`src/hdl/mhsd_pkg.sv`:
```
// Package for the max-hold stencil diffuser: sizes, types, the divide-by-five constant
// and the dimension clamp.
// Depends on nothing; every other file in hdl/ imports it.
package mhsd_pkg;

	localparam int MAX_WIDTH      = 1024;
	localparam int MAX_HEIGHT     = 1024;
	localparam int PIXEL_BITS     = 24;
	localparam int DIM_BITS       = 11;
	localparam int CFG_IDX_BITS   = 1;
	localparam int COL_BITS       = $clog2(MAX_WIDTH);
	localparam int ROW_BITS       = $clog2(MAX_HEIGHT);

	// five-point mean: four-term partial sum, five-term sum, reciprocal multiply
	localparam int STENCIL_POINTS = 5;
	localparam int PART_BITS      = PIXEL_BITS + 2;
	localparam int SUM_BITS       = PIXEL_BITS + 3;
	localparam int RECIP_SHIFT    = SUM_BITS + 3;
	localparam int RECIP_BITS     = RECIP_SHIFT - 2;
	localparam int PROD_BITS      = SUM_BITS + RECIP_BITS;
	localparam logic [RECIP_BITS-1:0] RECIP = RECIP_BITS'(
		((64'd1 << RECIP_SHIFT) + 64'(STENCIL_POINTS) - 64'd1) / 64'(STENCIL_POINTS));

	localparam int QUEUE_DEPTH    = 4;
	localparam int QPTR_BITS      = $clog2(QUEUE_DEPTH);
	localparam int QCNT_BITS      = QPTR_BITS + 1;

	typedef logic [PIXEL_BITS-1:0] pix_t;
	typedef logic [COL_BITS-1:0]   col_t;
	typedef logic [ROW_BITS-1:0]   row_t;
	typedef logic [DIM_BITS-1:0]   dim_t;

	localparam dim_t DIM_RESET  = dim_t'(1000);
	localparam dim_t DIM_MIN    = dim_t'(2);
	localparam dim_t WIDTH_MAX  = dim_t'(MAX_WIDTH);
	localparam dim_t HEIGHT_MAX = dim_t'(MAX_HEIGHT);

	typedef enum logic [CFG_IDX_BITS-1:0] {
		REG_FRAME_WIDTH  = 1'b0,
		REG_FRAME_HEIGHT = 1'b1
	} cfg_reg_e;

	// what the front decides about one pixel
	typedef struct packed {
		logic has_res;    // not in the first row: completes the pixel above
		logic last_row;   // second result: the pixel itself, passed through
		logic interior;   // not the last column: stencil applies
		logic up_zero;    // upper neighbour lies outside the frame
		logic left_zero;  // left neighbour lies outside the frame
		logic frame_end;  // final pixel of the frame
	} item_flags_t;

	typedef struct packed {
		pix_t        pix;
		col_t        col;
		item_flags_t flags;
	} queue_item_t;

	function automatic dim_t clamp_dim(input dim_t v, input dim_t hi);
		dim_t r;
		priority if (v < DIM_MIN) begin
			r = DIM_MIN;
		end else if (v > hi) begin
			r = hi;
		end else begin
			r = v;
		end
		return r;
	endfunction

endpackage

```
`src/hdl/mhsd_queue.sv`:
```
// Short queue of classified pixels between front and back end.
// Depends on mhsd_pkg.
module mhsd_queue
	import mhsd_pkg::*;
(
	input  logic        clk,
	input  logic        arst_n,
	input  logic        push,
	input  queue_item_t push_item,
	output logic        q_ready,
	output logic        q_valid,
	output queue_item_t q_item,
	input  logic        pop
);

	queue_item_t             slot_q [QUEUE_DEPTH];
	logic [QPTR_BITS-1:0]    wr_ptr_q;
	logic [QPTR_BITS-1:0]    rd_ptr_q;
	logic [QCNT_BITS-1:0]    count_q;

	assign q_ready = (count_q != QCNT_BITS'(QUEUE_DEPTH));
	assign q_valid = (count_q != '0);
	assign q_item  = slot_q[rd_ptr_q];

	always_ff @(posedge clk) begin
		if (push) begin
			slot_q[wr_ptr_q] <= push_item;
		end
	end

	always_ff @(posedge clk or negedge arst_n) begin
		if (!arst_n) begin
			wr_ptr_q <= '0;
			rd_ptr_q <= '0;
			count_q  <= '0;
		end else begin
			if (push) begin
				wr_ptr_q <= (wr_ptr_q == QPTR_BITS'(QUEUE_DEPTH - 1)) ? '0
					: wr_ptr_q + QPTR_BITS'(1);
			end
			if (pop) begin
				rd_ptr_q <= (rd_ptr_q == QPTR_BITS'(QUEUE_DEPTH - 1)) ? '0
					: rd_ptr_q + QPTR_BITS'(1);
			end
			unique case ({push, pop})
				2'b10:   count_q <= count_q + QCNT_BITS'(1);
				2'b01:   count_q <= count_q - QCNT_BITS'(1);
				default: count_q <= count_q;
			endcase
		end
	end

	a_count_bound: assert property (@(posedge clk) disable iff (!arst_n)
		count_q <= QCNT_BITS'(QUEUE_DEPTH))
		else $error("queue occupancy beyond depth");

	a_count_step: assert property (@(posedge clk) disable iff (!arst_n)
		(push && !pop) |=> (count_q == $past(count_q) + QCNT_BITS'(1)))
		else $error("queue count missed a push");

endmodule

```
`config.mk`:
```
export PLATFORM = sky130hd
export DESIGN_NAME = mhsd_queue
export DESIGN_NICKNAME = d
export VERILOG_FILES = /design/src/hdl/mhsd_pkg.sv /design/src/hdl/mhsd_queue.sv
export SDC_FILE = /design/constraint.sdc
export NUM_CORES = 1
export LEC_CHECK = 0
export ABC_AREA = 1
export BUFFER_PORTS_ARGS = -buffer_cell sky130_fd_sc_hd__buf_2
export CELL_PAD_IN_SITES_DETAIL_PLACEMENT = 1
export CELL_PAD_IN_SITES_GLOBAL_PLACEMENT = 2
export CORE_AREA = 2 2 133 135
export CTS_BUF_LIST = sky130_fd_sc_hd__clkbuf_4
export CTS_CLUSTER_DIAMETER = 150
export CTS_CLUSTER_SIZE = 40
export DETAILED_ROUTE_END_ITERATION = 7
export DIE_AREA = 0 0 135 137
export MAX_ROUTING_LAYER = met4
export PLACE_DENSITY = 0.87
export SETUP_SLACK_MARGIN = 0.02
export SYNTH_ARGS = -nofsm -noshare
export SYNTH_HDL_FRONTEND = slang
export SYNTH_SLANG_ARGS = --single-unit
export TNS_END_PERCENT = 100
```
`constraint.sdc`:
```
create_clock -name clk -period 2.5 [get_ports clk]
set_input_delay 0.125 -clock clk [delete_from_list [all_inputs] [get_ports clk]]
set_output_delay 0.125 -clock clk [all_outputs]
set_load 0.02 [all_outputs]
```
==> impl_metrics.tcl <==
set metrics [dict create \
    status "finished, final reports clean" \
    worstPathMaxFanout 68 \
    finalHoldViolCount 0 \
    grt_max_degree 69 \
    yosysWarnings 0 \
    finClkSkew_ns 0.0173 \
    ant_nets 0 \
    die_h_um 137 \
    arrival_ns 2.08 \
    fin_crit_ns 2.21 \
    min_to "slot_q[2][31]" \
    nets 703 \
    drt_first_pass_iters 4 \
    max-vdd-ir-drop_mv 0.629 \
    dp.cells 814 \
    setup_viol 0 \
    routed_wl_um 14200 \
    area_growth_pct 19.0 \
    drive_gt1_share_pct 22.9 \
    place_area_um2 7570 \
    rsz0062_at_grt "no" \
    drt_first_iter_violations 175 \
    dieArea_um2 18500 \
    cts_num_sinks 167 \
    first_global_vias 4505 \
    reg2reg_from "wr_ptr_q[0]" \
    synthCells 521 \
    r2r_setup_slack_ns 0.96 \
    slew_headroom_pct 60.0 \
    fin_util_pct 48.2 \
    cts_buffer_depth 2 \
    layout_common_cells "edfxtp_1 (160), nand2_1 (133), inv_1 (89)" \
    worstMarginPinSlew_ns 0.601 \
    crit_type "register to output pin" \
    synth_area_per_cell_um2 13.3 \
    ys_ff_latch 167 \
    post-place-ws_ns 0.797 \
    hp-start "push_item[31]" \
    hold-worst-slack_ns 0.317 \
    power_leakage_nw 3.37 \
    synth-compound-area-share_pct 10.7 \
    cts_tree "done" \
    power_mw 8.31 \
    routedWlPerCell_um 16.0 \
    powerDensity_nw_per_um2 1010 \
    overflow 0 \
    start_util_pct 40.5 \
    hpwl_um 8740 \
    io_pins 86 \
    synth_area_um2 6910 \
    synth-simple-area-share_pct 7.64 \
    regToRegEndpoint "slot_q[0][23]" \
    numCtsBuffers 17 \
    diodes 0 \
    timing.fmax_mhz 453 \
    finalNonFillerCells 889 \
    critPathMostFrequentCell "nand2_1" \
    worst_path_max_delay_cell "dfrtp_1" \
    setup_tns_ns 0 \
    portBuffers 85 \
    antenna_found_initial 0 \
    nFillCells 1820 \
    synth_xor_area_share_pct 0.127 \
    ys_seq_area_share_pct 72.1 \
    hold_path_class "primary input to register" \
    min_period_over_period_pct 88.3 \
    synth.area.mux_share_pct 0 \
    htreeDepth 4 \
    grt_pass1_wl_um 22700 \
    grt_usage_pct 17.0 \
    synth_top_family_by_area "compound AO/OA/AOI/OAI gates" \
    clk_pin_slew_ns 0.13 \
    synth_cell_types 19 \
    drc 0 \
    cts_root_buf "clkbuf_4" \
    slowest_delay_ns 0.46 \
    synthesis.nets 572 \
    maxCapViolations 0 \
    clock_latency_ns 0.54 \
    vias 4251 \
    setup_slack_ns 0.293 \
    via_per_inst 4.78 \
    crit_required_ns 2.38 \
    finalMaxSlewViolations 0 \
    layout_commonest_cell "edfxtp_1" \
    crit_path_start_kind "register" \
    synthAdderAreaFrac_pct 1.38 \
    coreArea_um2 17100 \
    path_cells "inv_6 -> buf_12 -> nand2_1 -> o211ai_2 -> nand2_1 -> buf_2" \
    gp_congestion 0.690 \
    r2r_cells 5 \
    crit_path_end_kind "output pin" \
    post_cts_buffers 0 \
    holdPathStages 2 \
    fp-row-count 48 \
    design_area_um2 8220 \
    die_w_um 135 \
]
==> cells in the mapped netlist (all sizes together) <==
cell    number  area (um^2)
o211ai      80          716
fa           1         20.0
buf         26          195
xnor2        1         8.76
inv         95          357
nand4        1         6.26
nor2         2         7.51
ha           6         75.1
edfxtp     160         4800
o21ai        5         25.0
nand3        3         15.0
clkbuf       1         3.75
nand2      133          499
dfrtp        7          175
==> worst max-delay path, delay by kind of cell (launching register included) <==
| family | cells | cell delay, ns |
|---|---|---|
| AO/OA/AOI/OAI | 1 | 0.08 |
| buffers and inverters | 3 | 0.76 |
| flip-flops | 1 | 0.46 |
| AND/OR/NAND/NOR | 2 | 0.20 |
==> cells by family after synthesis <==
group,Yosys count
compound gates,85
xor+xnor,1
fa+ha+maj,7
buf+inv,122
flops,167
simple gates,139
==> where the power goes <==
part | internal (mW) | switching, mW
clock | 0.388 | 0.859
sequential | 3.59 | 0.143
combinational | 1.06 | 2.27
total | 5.04 | 3.27
==> state kept, by name, indices dropped and copies added (netlist names) <==
| name | count |
|---|---|
| slot_q | 160 |
| count_q | 3 |
| rd_ptr_q | 2 |
| wr_ptr_q | 2 |
==> layer usage <==
| metal | wire [um] | global-route usage (%) | vias up |
|---|---|---|---|
| li1 | - | - | 2061 |
| met1 | 6180 | 19.7 | 2090 |
| met2 | 7270 | 28.6 | 81 |
| met3 | 611 | 5.22 | 19 |
| met4 | 187 | 5.44 | 0 |
| met5 | 0 | - | - |
==> final cells by class <==
type,count,area [um^2],share of cell area [%]
Sequential cell,167,4980,60.6
Multi-Input combinational cell,232,1370,16.7
Timing Repair Buffer,139,1020,12.4
Inverter,95,362,4.40
Tap cell,225,282,3.43
Clock buffer,19,143,1.74
Clock inverter,12,63.8,0.776
==> worst max path at each step <==
stage                 from      endpoint  slack [ns]  depth (start not counted)
3_5_place_dp   rd_ptr_q[0]    q_item[21]        0.80                          6
6_report       rd_ptr_q[0]    q_item[31]        0.29                          6
4_1_cts        rd_ptr_q[0]    q_item[21]        0.16                          6
5_1_grt        rd_ptr_q[0]     q_item[1]        0.07                          6
3_3_place_gp   rd_ptr_q[0]    q_item[31]        0.88                          6
2_1_floorplan  wr_ptr_q[0]  slot_q[2][0]        0.64                          4
==> repair_timing <==
| action | 4_1_cts | 5_1_grt |
|---|---|---|
| hold buffers | 44 | 0 |
| endpoints found under the hold margin | 172 | 0 |
| endpoints found under the setup margin | 0 | 6 |
| resized for setup | 0 | 1 |
Note: power is estimated with default switching activity, not from simulation.
