### src/hdl/mhsd_pkg.sv
// Package for the max-hold stencil diffuser: sizes, types, the divide-by-five constant
// and the dimension clamp.
// Depends on nothing; every other file in hdl/ imports it.
package mhsd_pkg;

	localparam int MAX_WIDTH      = 1024;
	localparam int MAX_HEIGHT     = 1024;
	localparam int PIXEL_BITS     = 24;
	localparam int DIM_BITS       = 11;
	localparam int CFG_IDX_BITS   = 1;
	localparam int COL_BITS       = $clog2(MAX_WIDTH);
	localparam int ROW_BITS       = $clog2(MAX_HEIGHT);

	// five-point mean: four-term partial sum, five-term sum, reciprocal multiply
	localparam int STENCIL_POINTS = 5;
	localparam int PART_BITS      = PIXEL_BITS + 2;
	localparam int SUM_BITS       = PIXEL_BITS + 3;
	localparam int RECIP_SHIFT    = SUM_BITS + 3;
	localparam int RECIP_BITS     = RECIP_SHIFT - 2;
	localparam int PROD_BITS      = SUM_BITS + RECIP_BITS;
	localparam logic [RECIP_BITS-1:0] RECIP = RECIP_BITS'(
		((64'd1 << RECIP_SHIFT) + 64'(STENCIL_POINTS) - 64'd1) / 64'(STENCIL_POINTS));

	localparam int QUEUE_DEPTH    = 4;
	localparam int QPTR_BITS      = $clog2(QUEUE_DEPTH);
	localparam int QCNT_BITS      = QPTR_BITS + 1;

	typedef logic [PIXEL_BITS-1:0] pix_t;
	typedef logic [COL_BITS-1:0]   col_t;
	typedef logic [ROW_BITS-1:0]   row_t;
	typedef logic [DIM_BITS-1:0]   dim_t;

	localparam dim_t DIM_RESET  = dim_t'(1000);
	localparam dim_t DIM_MIN    = dim_t'(2);
	localparam dim_t WIDTH_MAX  = dim_t'(MAX_WIDTH);
	localparam dim_t HEIGHT_MAX = dim_t'(MAX_HEIGHT);

	typedef enum logic [CFG_IDX_BITS-1:0] {
		REG_FRAME_WIDTH  = 1'b0,
		REG_FRAME_HEIGHT = 1'b1
	} cfg_reg_e;

	// what the front decides about one pixel
	typedef struct packed {
		logic has_res;    // not in the first row: completes the pixel above
		logic last_row;   // second result: the pixel itself, passed through
		logic interior;   // not the last column: stencil applies
		logic up_zero;    // upper neighbour lies outside the frame
		logic left_zero;  // left neighbour lies outside the frame
		logic frame_end;  // final pixel of the frame
	} item_flags_t;

	typedef struct packed {
		pix_t        pix;
		col_t        col;
		item_flags_t flags;
	} queue_item_t;

	function automatic dim_t clamp_dim(input dim_t v, input dim_t hi);
		dim_t r;
		priority if (v < DIM_MIN) begin
			r = DIM_MIN;
		end else if (v > hi) begin
			r = hi;
		end else begin
			r = v;
		end
		return r;
	endfunction

endpackage

### src/hdl/mhsd_front.sv
// Front end: frame size registers, raster position counters and per-pixel classification.
// Depends on mhsd_pkg; feeds mhsd_queue.
module mhsd_front
	import mhsd_pkg::*;
(
	input  logic                    clk,
	input  logic                    arst_n,
	input  logic                    cfg_write,
	input  logic [CFG_IDX_BITS-1:0] cfg_index,
	input  dim_t                    cfg_data,
	input  logic                    in_valid,
	output logic                    in_ready,
	input  pix_t                    pixel_value,
	input  logic                    q_ready,
	output logic                    push,
	output queue_item_t             push_item
);

	dim_t        width_q;
	dim_t        height_q;
	col_t        col_q;
	row_t        row_q;
	dim_t        w_eff;
	dim_t        h_eff;
	logic        last_col;
	logic        last_row;
	item_flags_t flags;

	always_comb begin
		w_eff    = clamp_dim(width_q, WIDTH_MAX);
		h_eff    = clamp_dim(height_q, HEIGHT_MAX);
		last_col = (DIM_BITS'(col_q) == w_eff - dim_t'(1));
		last_row = (DIM_BITS'(row_q) == h_eff - dim_t'(1));

		flags.has_res   = (row_q != '0);
		flags.last_row  = last_row;
		flags.interior  = !last_col;
		flags.up_zero   = (row_q == row_t'(1));
		flags.left_zero = (col_q == '0);
		flags.frame_end = last_row && last_col;

		in_ready  = q_ready;
		push      = in_valid && q_ready;
		push_item = '{pix: pixel_value, col: col_q, flags: flags};
	end

	// any register write restarts the frame
	always_ff @(posedge clk or negedge arst_n) begin
		if (!arst_n) begin
			width_q  <= DIM_RESET;
			height_q <= DIM_RESET;
			col_q    <= '0;
			row_q    <= '0;
		end else if (cfg_write) begin
			unique case (cfg_reg_e'(cfg_index))
				REG_FRAME_WIDTH:  width_q  <= cfg_data;
				REG_FRAME_HEIGHT: height_q <= cfg_data;
			endcase
			col_q <= '0;
			row_q <= '0;
		end else if (push) begin
			if (last_col) begin
				col_q <= '0;
				row_q <= last_row ? '0 : row_q + row_t'(1);
			end else begin
				col_q <= col_q + col_t'(1);
			end
		end
	end

	a_pos_in_frame: assert property (@(posedge clk) disable iff (!arst_n)
		(DIM_BITS'(col_q) < w_eff) && (DIM_BITS'(row_q) < h_eff))
		else $error("raster position outside the frame");

endmodule

### config.mk
export PLATFORM = sky130hd
export DESIGN_NAME = mhsd_front
export DESIGN_NICKNAME = d
export VERILOG_FILES = /design/src/hdl/mhsd_pkg.sv /design/src/hdl/mhsd_front.sv
export SDC_FILE = /design/constraint.sdc
export NUM_CORES = 1
export LEC_CHECK = 0
export BUFFER_PORTS_ARGS = -buffer_cell sky130_fd_sc_hd__buf_2
export CAP_MARGIN = 0
export CORE_MARGIN = 5
export CORE_UTILIZATION = 45
export CTS_BUF_LIST = sky130_fd_sc_hd__clkbuf_16
export CTS_CLUSTER_DIAMETER = 120
export DETAILED_ROUTE_END_ITERATION = 10
export PLACE_DENSITY = 0.69
export REMOVE_ABC_BUFFERS = 1
export SLEW_MARGIN = 20
export SYNTH_ARGS = -nofsm -noshare
export SYNTH_HDL_FRONTEND = slang
export SYNTH_SLANG_ARGS = --single-unit
### constraint.sdc
create_clock -name clk -period 4.58 [get_ports clk]
set_clock_uncertainty 0.2 [all_clocks]
set_input_delay 0 -clock clk [delete_from_list [all_inputs] [get_ports clk]]
set_output_delay 0 -clock clk [all_outputs]
set_load 0.01 [all_outputs]
==> run metrics, run 1 <==
run status=finished, final reports clean; die width=95.6 um; number of pins with negative max-slew slack in the final report=0; 1st-iter DRT viols=153; share of async-settable or async-resettable flops after synthesis=100%; top area cells in the synthesized netlist=sky130_fd_sc_hd__dfrtp_1 23%, sky130_fd_sc_hd__dfstp_2 9.6%, sky130_fd_sc_hd__mux2_2 8.5%; Synth Flop Type=sky130_fd_sc_hd__dfrtp_1; post-synthesis cell area=3300 um^2; routability congestion estimate=0.879; Leak Pwr=1.57 nW; Power Dens Cells=293 nW/um^2; area share of the leading cell type in the synthesized netlist=22.8%; Worst Reg-to-Reg Cells=12; number of instances on the worst hold path=2; flops & latches, synth=42; Relative slew margins=36.7%; post-route setup TNS=0 ns; commonest non-fill, non-tap cell in the layout=sky130_fd_sc_hd__dlygate4sd3_1; Via density=5.57; Vert. Die Dim=95.6 um; number of enable-type register cells in the synthesized netlist=0; total DRC errors in the routed layout=0; Clock Path Buffers=2; routed via count=2,776; required time at the worst-slack endpoint=4.56 ns; aggregate routed wire length=8.60 mm; setup violators final=0; total of max-cap violations=0; ANT nets after route=0; fill cell count=670; Reg clk slew, reported paths=0.06 ns; Final Hold Violating Endpoints=0; maximum clock frequency=248 MHz; Critical Path Fanout Max=12; Hold Startpoint=q_ready; placeable core region=7210 um^2; worst reg2reg path endpoint=row_q[1]; commonest cells after routing, fill and taps aside=37 x sky130_fd_sc_hd__dlygate4sd3_1, 34 x sky130_fd_sc_hd__buf_2, 30 x sky130_fd_sc_hd__dfrtp_1; Hold/Removal Path Class=in2out; overall power=1.11 mW; kind of end point of the critical path=register; top-level port count=83; clock tree from TritonCTS=done; HPWL after detailed placement=5.96 mm; synthesized instance count=367; critical path class=reg2reg; Unique masters post-synth=63; site row count=31; maximum number of pins on one net before global-route repair=43; total CTS buffers=5; startpoint of the worst-slack reg-to-reg timing path=width_q[3]; Crit path arrival time=4.02 ns; Register-to-Register Setup Slack=0.54 ns; mean routed wirelength per cell=17.3 um; Pre-Repair DR Iteration Count=4; clock latency reported for the late side of the worst-skew pair=0.29 ns; Max VDD drop=144 uV; final critical-path share of the clock period=88.2%; total clock sinks=42; post-synthesis average cell area=8.99 um^2; ANT cells=0; final design utilization=52.5%; initial antenna violation count=0; first-pass GRT wire length=14.0 mm; RSZ-0062 raised after global routing=false; master cell of the clock root buffer=sky130_fd_sc_hd__clkbuf_16; H-tree Lvls=2; Final min period=4.04 ns; crit start category=register; sequential cell area fraction in the yosys report=32.3%; worst hold path endpoint=in_ready; cell accounting for the most synthesized area=sky130_fd_sc_hd__dfrtp_1; GRT Overall Usage=19.4%; effective utilization at floorplan=45.7%; signed area change from the synthesized netlist to the final layout=14.7%; full die area=9140 um^2; layout cell share with drive strength beyond 1=22.8%; GRT overflow=0; number of global-route vias before repair=2,717; count of buffers inserted at the top-level ports=34; pin slew with the least headroom to its limit=0.950 ns; number of nets in the final layout=446; Synthesis Warnings=0
[logic make-up (layout without fill, tap and decap cells)]
group / Yosys count / count (layout) / share of synthesized area [%]
xor gates and xnor gates: 24 / 24 / 6.37
DFF: 42 / 42 / 32.3
AOI/OAI and AO/OA: 75 / 75 / 16.5
buffers and inverters: 64 / 96 / 11.8
muxes: 26 / 26 / 8.84
adders and majority gates: 7 / 7 / 2.65
and+or+nand+nor: 129 / 129 / 21.5
[cells in the mapped netlist, drive strengths merged (2+ instances only)]
cell and number:
o31ai 8, nor3 7, o21ai 19, nor4 8, and2 2, a31o 2
o32a 2, mux2 25, nand2 22, buf 38, inv 16, dfrtp 30
o22ai 4, or3 7, o211ai 3, nand4b 4, nor2 24, a311o 2
nor4b 3, dfstp 12, ha 7, or2 3, xor2 11, nand4 3
and3 10, o21bai 2, nor2b 5, nand2b 2, a211oi 7, nand3b 5
clkbuf 10, xnor2 13, nand3 19, a21oi 10, or4 3
[power by group]
group / switching (mW) / internal (mW)
registers: 0.0634 / 0.414
clock network: 0.157 / 0.199
logic: 0.134 / 0.143
[registers in the layout, summed over array words and instances (netlist names)]
| signal | count |
|---|---|
| col_q | 10 |
| row_q | 10 |
| height_q | 11 |
| width_q | 11 |
[worst max path at each step]
stage,start,end,cells past startpoint
2_1_floorplan,height_q[4],row_q[8],12
3_3_place_gp,width_q[6],row_q[1],12
3_5_place_dp,width_q[6],row_q[1],12
4_1_cts,width_q[6],row_q[1],12
5_1_grt,width_q[6],row_q[1],12
6_report,width_q[3],row_q[1],12
[through the flow]
step	hold WS, ns	std cells	setup slack [ns]	instance area (um^2)
after floorplan	-0.496	319	0.919	2970
after CTS	0.00510	498	0.612	3780
after global routing	0.0159	498	0.162	3780
final	0.00165	498	0.541	3780
after detailed placement	-0.200	453	0.665	3270
after global placement	-0.200	453	0.827	3270
[critical path, cell delays in order, from the launching register on]
cell	delay (ns)
sky130_fd_sc_hd__dfstp_2	0.43
sky130_fd_sc_hd__nor4_1	0.58
sky130_fd_sc_hd__and2_1	0.24
sky130_fd_sc_hd__nor2b_1	0.14
sky130_fd_sc_hd__o21bai_1	0.08
sky130_fd_sc_hd__ha_1	0.25
sky130_fd_sc_hd__xnor2_1	0.22
sky130_fd_sc_hd__xnor2_1	0.09
sky130_fd_sc_hd__a2111oi_0	0.43
sky130_fd_sc_hd__nand4b_1	0.30
sky130_fd_sc_hd__o31ai_2	0.66
sky130_fd_sc_hd__nor2_1	0.09
sky130_fd_sc_hd__a31o_2	0.23
[repair_timing]
action                    CTS  global route
setup buffers               0             0
hold endpoints to repair   77             0
resized for setup           0             0
hold buffers               37             0
[metal layers]
layer	vias to the layer above	track usage, %	routed length (um)	share of wire, %
met3	7	2.60	262	3.0
met1	1350	27.8	4110	48
met5	-	0	0	0
met4	0	4.38	76	0.88
met2	54	31.0	4150	48
li1	1365	-	-	-
[layout make-up]
| type | count | area [um^2] | area share (%) |
|---|---|---|---|
| tap | 99 | 124 | 3.27 |
| inverter | 16 | 60.1 | 1.59 |
| timing repair buffer | 72 | 548 | 14.5 |
| multi-input combinational | 261 | 1850 | 48.8 |
| clock inverter | 3 | 16.3 | 0.430 |
| clock buffer | 5 | 125 | 3.31 |
| sequential | 42 | 1070 | 28.2 |
(Power assumes the default switching activity.)
==> run 2, diff against run 1 <==
Settings changed: GPL_TIMING_DRIVEN set to 0.
==> run 2 against run 1 <==
Die area unchanged. Critical path depth is the same. Register-to-register slack worse by 0.08 ns. Power is 6.1% higher. First-iteration DRC count fell by 31%. Maximum frequency shrank 1.9%. Global-route usage grew 0.12 points.
==> run metrics, run 2 (synthesis gave the netlist of run 1 again) <==
count of buffers inserted at the top-level ports=34; fill cell count=677; commonest cells after routing, fill and taps aside=37 x sky130_fd_sc_hd__dlygate4sd3_1, 34 x sky130_fd_sc_hd__buf_2, 30 x sky130_fd_sc_hd__dfrtp_1; critical-path cell list=nor4_1 > and2_1 > nor2b_1 > o21bai_1 > ha_1 > xnor2_1 > xnor2_1 > a2111oi_0 > nand4b_1 > o31ai_2 > nor2_1 > a31o_2; die width=95.6 um; worst stage delay on the critical path=0.73 ns; commonest non-fill, non-tap cell in the layout=sky130_fd_sc_hd__dlygate4sd3_1; combined flip-flop and latch cell area=1070 um^2; site row count=31; total DRC errors in the routed layout=0; Leak Pwr=1.59 nW; required time at the worst-slack endpoint=4.56 ns; delay-heaviest family, CP=compound AO/OA/AOI/OAI gates; RSZ-0062 raised after global routing=false; Buf+Inv Stages, Crit Path=0; mean routed wirelength per cell=17.2 um; post-route setup TNS=0 ns; ANT nets after route=0; Reg clk slew, reported paths=0.07 ns; aggregate routed wire length=8.56 mm; H-tree Lvls=2; Final min period=4.12 ns; Via density=5.68; Critical Path Fanout Max=9; met3 wire len=371 um; most common cell type on the critical path=sky130_fd_sc_hd__xnor2_1; clock tree from TritonCTS=done; kind of end point of the critical path=register; biggest registers after layout=height_q: 11 flops, width_q: 11 flops; HPWL after detailed placement=5.93 mm; placeable core region=7210 um^2; layout cell share with drive strength beyond 1=23.1%; Pre-Repair DR Iteration Count=4; total clock sinks=42; final design utilization=52.9%; master cell of the clock root buffer=sky130_fd_sc_hd__clkbuf_16; Final Hold Violating Endpoints=0; Placed Instance Area=3270 um^2; metal2 WL=4.23 mm; total of max-cap violations=0; final critical-path share of the clock period=89.9%; total CTS buffers=5; Clock Path Buffers=2; full die area=9140 um^2; routability congestion estimate=0.852; first-pass GRT wire length=14.0 mm; ANT cells=0; Relative slew margins=36.8%; Crit path arrival time=4.10 ns; effective utilization at floorplan=45.7%; final standard cell area without fillers=3820 um^2; Power Dens Cells=308 nW/um^2; Hold/Removal Path Class=in2out; initial antenna violation count=0; uppermost layer routed=met4; GRT Overall Usage=19.5%; maximum clock frequency=243 MHz; top-level port count=83; run status=finished, final reports clean; critical path class=reg2reg; maximum number of pins on one net before global-route repair=43; pin slew with the least headroom to its limit=0.948 ns; number of global-route vias before repair=2,748; number of pins with negative max-slew slack in the final report=0; Critical Path Slowest Stage Cell=sky130_fd_sc_hd__o31ai_2; Max VDD drop=144 uV; crit start category=register; GRT overflow=0; signed area change from the synthesized netlist to the final layout=15.8%; area of the multi-input gates=1860 um^2; routed via count=2,821; 1st-iter DRT viols=105; setup violators final=0; clock latency reported for the late side of the worst-skew pair=0.29 ns; Vert. Die Dim=95.6 um; Routed met1 length=3.87 mm; number of nets in the final layout=445
[run 2: changes by cell type in the layout (fill, tap and decap cells not counted), sizes merged]
| cell | previous run | this run |
|---|---|---|
| bufinv | 0 | 1 |
| clkinv | 2 | 1 |
| clkinvlp | 1 | 0 |
| inv | 16 | 17 |
| buf | 35 | 34 |
[run 2: layout make-up]
cell class | count | area share, %
clock buffers | 5 | 3.28
inverters | 16 | 1.57
clock inverters | 3 | 1.15
repair buffers | 71 | 14.2
well taps | 99 | 3.24
multi-input cells | 261 | 48.7
flip-flops and latches | 42 | 27.9
[run 2: timing repair]
action | CTS | global route
gates cloned | 0 | 0
gates resized for setup | 1 | 1
hold buffers | 37 | 0
pin swaps | 0 | 0
setup endpoints to repair | 1 | 1
hold endpoints to repair | 77 | 0
setup buffers | 0 | 0
[run 2: power by group]
part	internal (mW)	total [mW]	leakage [nW]	switching (mW)
logic	0.143	0.281	0.980	0.138
registers	0.414	0.481	0.522	0.0670
clock network	0.258	0.416	0.0842	0.157
total	0.815	1.18	1.59	0.362
[run 2: per-stage QoR]
stage	hold WS, ns	cells	setup slack [ns]	power (mW)
after detailed placement	-0.200	452	0.126	0.724
after CTS	0.00699	497	0.294	1.18
after floorplan	-0.496	319	0.919	0.651
final	0.00327	497	0.462	1.18
after global placement	-0.200	452	0.152	0.716
after global routing	0.0144	497	0.160	1.23
[run 2: worst register-to-register path: stages, from the launching register on]
cell                        delay (ns)
sky130_fd_sc_hd__dfstp_2          0.42
sky130_fd_sc_hd__nor4_1           0.58
sky130_fd_sc_hd__and2_1           0.25
sky130_fd_sc_hd__nor2b_1          0.14
sky130_fd_sc_hd__o21bai_1         0.08
sky130_fd_sc_hd__ha_1             0.27
sky130_fd_sc_hd__xnor2_1          0.22
sky130_fd_sc_hd__xnor2_1          0.09
sky130_fd_sc_hd__a2111oi_0        0.43
sky130_fd_sc_hd__nand4b_1         0.31
sky130_fd_sc_hd__o31ai_2          0.73
sky130_fd_sc_hd__nor2_1           0.08
sky130_fd_sc_hd__a31o_2           0.23
[run 2: worst paths after layout]
kind | startpoint | slack, ns | depth (start not counted) | endpoint
min in group asynchronous | arst_n | 0.20 | 2 | height_q[4]
hold reg to reg | width_q[1] | 0.37 | 1 | width_q[1]
setup / recovery | width_q[6] | 0.46 | 12 | row_q[1]
hold / removal | q_ready | 0.003 | 2 | in_ready
max in group asynchronous | arst_n | 3.38 | 2 | col_q[3]
setup reg to reg | width_q[6] | 0.46 | 12 | row_q[1]
[run 2: metal layers]
layer  vias to the layer above  global-route usage, %
met5                         -                      0
met4                         0                   4.86
li1                       1363                      -
met2                        77                   32.4
met3                         8                   3.08
met1                      1373                   26.5
